[src/hw/rtl/qrs_pkg.sv]
`timescale 1ns / 1ps
`default_nettype none

package qrs_pkg;

	localparam int CoefW = 16;
	// discriminant B*B - 4*A*C, signed
	localparam int DiscW = 34;
	// radicand D * 2^16, padded to an even width
	localparam int RadW  = 50;
	localparam int SqW   = RadW / 2;
	// signed numerator -B*256 +/- S
	localparam int NumW  = 28;
	// magnitude of the numerator times 256
	localparam int DvdW  = NumW - 1 + 8;
	// magnitude of 2*A
	localparam int DenW  = CoefW + 1;
	// signed quotient before clipping
	localparam int QsW   = DvdW + 1;
	localparam int Lat   = 2 + SqW + 1 + DvdW + 1;

	localparam logic [1:0] CountNone = 2'd0;
	localparam logic [1:0] CountOne  = 2'd1;
	localparam logic [1:0] CountTwo  = 2'd2;

	typedef struct packed {
		logic signed [CoefW-1:0] a;
		logic signed [CoefW-1:0] b;
		logic                    deg;
		logic                    neg;
		logic                    zero;
	} sq_side_t;

	typedef struct packed {
		logic sgn_p;
		logic sgn_m;
		logic deg;
		logic neg;
		logic zero;
	} div_side_t;

endpackage

`default_nettype wire

[src/hw/rtl/qrs_isqrt.sv]
`timescale 1ns / 1ps
`default_nettype none

module qrs_isqrt #(
	parameter int SideW = 1
) (
	input  wire logic                         clk,
	input  wire logic                         en,
	input  wire logic [qrs_pkg::RadW-1:0]     rad,
	input  wire logic [SideW-1:0]             side_in,
	output logic      [qrs_pkg::SqW-1:0]      root,
	output logic      [SideW-1:0]             side_out
);

	localparam int RW = qrs_pkg::RadW;
	localparam int SW = qrs_pkg::SqW;

	logic [RW-1:0]    rad_s  [1:SW];
	logic [SW:0]      rem_s  [1:SW];
	logic [SW-1:0]    root_s [1:SW];
	logic [SideW-1:0] side_s [1:SW];

	for (genvar k = 0; k < SW; k++) begin : g_stage
		logic [RW-1:0]    rad_i;
		logic [SW:0]      rem_i;
		logic [SW-1:0]    root_i;
		logic [SideW-1:0] side_i;
		logic [SW+1:0]    cur;
		logic [SW+1:0]    trial;
		logic [SW+1:0]    diff;
		logic             ge;

		if (k == 0) begin : g_first
			assign rad_i  = rad;
			assign rem_i  = '0;
			assign root_i = '0;
			assign side_i = side_in;
		end else begin : g_next
			assign rad_i  = rad_s[k];
			assign rem_i  = rem_s[k];
			assign root_i = root_s[k];
			assign side_i = side_s[k];
		end

		// bring down the next two radicand bits and try 4*root + 1
		assign cur   = {rem_i[SW-1:0], rad_i[RW-1 -: 2]};
		assign trial = {1'b0, root_i[SW-2:0], 2'b01};
		assign diff  = cur - trial;
		assign ge    = cur >= trial;

		always_ff @(posedge clk) begin
			if (en) begin
				rad_s[k+1]  <= {rad_i[RW-3:0], 2'b00};
				rem_s[k+1]  <= ge ? diff[SW:0] : cur[SW:0];
				root_s[k+1] <= {root_i[SW-2:0], ge};
				side_s[k+1] <= side_i;
			end
		end
	end

	assign root     = root_s[SW];
	assign side_out = side_s[SW];

endmodule

`default_nettype wire

[config.mk]
export PLATFORM = sky130hd
export DESIGN_NAME = qrs_isqrt
export DESIGN_NICKNAME = d
export VERILOG_FILES = /design/src/hw/rtl/qrs_pkg.sv /design/src/hw/rtl/qrs_isqrt.sv
export SDC_FILE = /design/constraint.sdc
export NUM_CORES = 2
export LEC_CHECK = 0
export BUFFER_PORTS_ARGS = -buffer_cell sky130_fd_sc_hd__buf_2
export CORE_MARGIN = 3
export CORE_UTILIZATION = 56
export CTS_BUF_LIST = sky130_fd_sc_hd__clkbuf_8 sky130_fd_sc_hd__clkbuf_16
export CTS_CLUSTER_DIAMETER = 120
export CTS_CLUSTER_SIZE = 40
export DETAILED_ROUTE_END_ITERATION = 8
export GPL_TIMING_DRIVEN = 0
export PLACE_DENSITY_LB_ADDON = 0.2
export SYNTH_ARGS = -nofsm -noshare
export SYNTH_HDL_FRONTEND = slang
export SYNTH_SLANG_ARGS = --single-unit
[constraint.sdc]
create_clock -name clk -period 7 [get_ports clk]
set_input_delay 0.35 -clock clk [delete_from_list [all_inputs] [get_ports clk]]
set_output_delay 0.35 -clock clk [all_outputs]
set_load 0.03 [all_outputs]
==> summary.md <==
| Metric | Value |
|---|---|
| Status | finished, final reports clean |
| Ys Warns | 0 |
| Crit path kind | register to register |
| First drt pass iteration count | 8 |
| CTS tree | yes |
| Vert. Die Dim | 360.2 um |
| Worst-path fanout max | 10 |
| Synthesized area per cell | 13.15 um2 |
| Worst setup startpoint | rem_s[2][79]$_DFFE_PP_ |
| Global-route wire length before repair | 206.6 mm |
| #FFs+latches synth | 1,517 |
| Netlist Area Pre-Place | 70,260 um2 |
| Critical path arrival | 4750 ps |
| DR iter-0 viols | 3,105 |
| Worst r2r src | rem_s[2][79]$_DFFE_PP_ |
| Initial Util | 56.61% |
| Number of clock sinks | 1,517 |
| Clock skew | between 60 and 70 ps |
| Setup TNS Final | 0 ps |
| Syn-to-layout area delta | 6.508% |
| DP HPWL | 94.81 mm |
| Syn nets | around 5.7k |
| Fmax | ~240 MHz |
| Initial antenna violation count | 1 |
| Dpl cell area | 72,970 um2 |
| Setup ws final | 2798 ps |
| TritonCTS Buffers | 46 |
| Class of the worst hold path | input port to register |
| Clock Pin Slew Worst Setup and Hold Paths | approximately 140 ps |
| Count of final setup violators | 0 |
| Hold Violations, Final | 0 |
| Max-slew headroom | 19.68% |
| Sequential cell area fraction in the yosys report | around 65% |
| Critical path startpoint category | register |
| EDFF count, synth | 1,517 |
| Fillers | 9,611 |
| Cells after Synth | 5,342 |
| Fin crit share | 60.02% |
| Share of cells above drive strength 1 | 4.619% |
| Worst Tran Pin Value | 1197 ps |
| Routability cong. | between 0.9 and 1 |
| Total GRT Usage | between 10% and 20% |
| Synth area leader | edfxtp_1 |
| Setup crit end kind | register |
| Layout Utilization | 60.29% |
| Postcts setup bufs | 0 |
| Vias in the first global route | just under 40k |
| Final layout net count | 5,934 |
| Yosys top cell area share | about two thirds |
| Worst hold slack | 65.25 ps |
| Routed vias/inst | 5.685 |
| Post-route ant nets | 0 |
| Commonest non-fill, non-tap cell in the layout | edfxtp_1 |
| Leakage | approximately 28 nW |
| Most frequent cells in the layout | 1,517 x edfxtp_1, 444 x inv_1, 351 x ha_1 |
| Hold_sp | en |
| Routed len/inst | 17.88 um |
| Multi-input logic area | 22,600 um2 |
| Design area | 74,840 um2 |
| Fin crit period | 4202 ps |
| Total grt overflow | 0 |
| Slew Limit Fails | 0 |
| # resized after CTS | 0 |
| Power per Cell Area | 276.5 nW/um2 |
| Largest cells by area after synthesis | edfxtp_1 65%, ha_1 6.3%, xnor2_1 3.1% |
| Reg area | 45,550 um2 |
| Distinct cells, synth | 97 |
| Worst slack, placed | 2779 ps |
| DIE WIDTH | 360.2 um |
| Maximum vdd ir drop | 0.2528 mV |
| Area of the die | 129,800 um2 |
| Core area | ~120,000 um2 |
| Largest net degree at the start of global routing | 184 |
| FP Rows | around 130 |
| Hold_buf cts | 52 |
| CTS H-tree depth | 2 |
| Clock Latency Late Sink | 700 ps |
| Port buffer count | 78 |
| Total of max-cap violations | 0 |
| Synth async-reset ratio | 0% |
| Unrepaired setup endpoints after global routing | false |
| Drc violations | 0 |
| # IOs | just under 80 |
| Clk buf depth | 3 |
| Detailed Route WL | 128.4 mm |
| Clk Tree Root Cell | clkbuf_16 |
| Synth Flop Type | edfxtp_1 |
| Critical Path RT | around 7600 ps |
| Vias | 40.82k |
==> routing by layer <==
layer | global-route usage, % | vias up | wire length, um
li1 | - | 20100 | -
met1 | 25.64 | 19690 | 54920
met2 | 34.98 | 831 | 64860
met3 | 1.836 | 197 | 4770
met4 | 5.985 | 0 | 3842
met5 | 0 | - | 0
==> critical path, stage by stage (launching register included) <==
cell and delay [ps]:
edfxtp_1 440, ha_1 390, o21ai_1 150, a22oi_1 170, o311a_1 380, o31a_1 320, or3_1 310, clkbuf_1 200
a311oi_2 790, inv_2 170, buf_2 270, buf_2 260, a21oi_1 200
==> synthesized netlist by cell type, drive strengths merged, types with 31 or more instances <==
cell type / instances
xnor2: 252
ha: 351
or4: 31
a21o: 114
clkbuf: 91
nand3: 81
nand2b: 72
o21ai: 270
nor2: 305
or2: 33
a21oi: 323
o21a: 66
a31oi: 36
edfxtp: 1517
nand2: 331
nor4: 51
a211oi: 39
mux2: 60
o31ai: 37
nand4: 68
nor2b: 47
inv: 450
xor2: 191
nor3: 142
or3: 55
==> final timing paths <==
kind	to	slack, ps	cells past startpoint
max	rem_s[2][109]$_DFFE_PP_	2800	12
min reg2reg	rad_s[0][133]$_DFFE_PP_	380	0
min	rad_s[0][48]$_DFFE_PP_	70	1
max reg2reg	rem_s[2][109]$_DFFE_PP_	2800	12
==> through the flow <==
stage	cells	power (mW)
finish	7180	20.69
global route	7179	21.87
CTS	7178	20.88
detailed placement	7066	17.09
global placement	7057	17.39
floorplan	5342	15.62
==> where the power goes <==
group | internal [mW] | switching (mW)
Sequential | 11.4 | 0.663
Combinational | 2.06 | 2.78
Clock | 1.26 | 2.50
==> kinds of logic after synthesis <==
kind of cell	Yosys count	synth area share, %
adders and majority gates	351	6.250
muxes	71	1.118
AOI/OAI and AO/OA	1062	9.545
other	1	0.005337
and+or+nand+nor	1342	9.717
DFF	1517	64.83
buffers and inverters	555	3.000
xor gates and xnor gates	443	5.533
==> final cells by class <==
class	instances	area share, %
diodes	1	0.003344
plain buffers	105	0.5601
clock buffers	46	1.538
clock inverters	14	0.2575
inverters	450	2.257
multi-input cells	3270	30.20
flip-flops and latches	1517	60.87
well taps	1637	2.737
repair buffers	140	1.575
==> flip-flops by register name, summed over array words and instances, names as in the netlist <==
register / count
root_s: 325
side_s: 25
rem_s: 567
rad_s: 600
(Power assumes the default switching activity.)
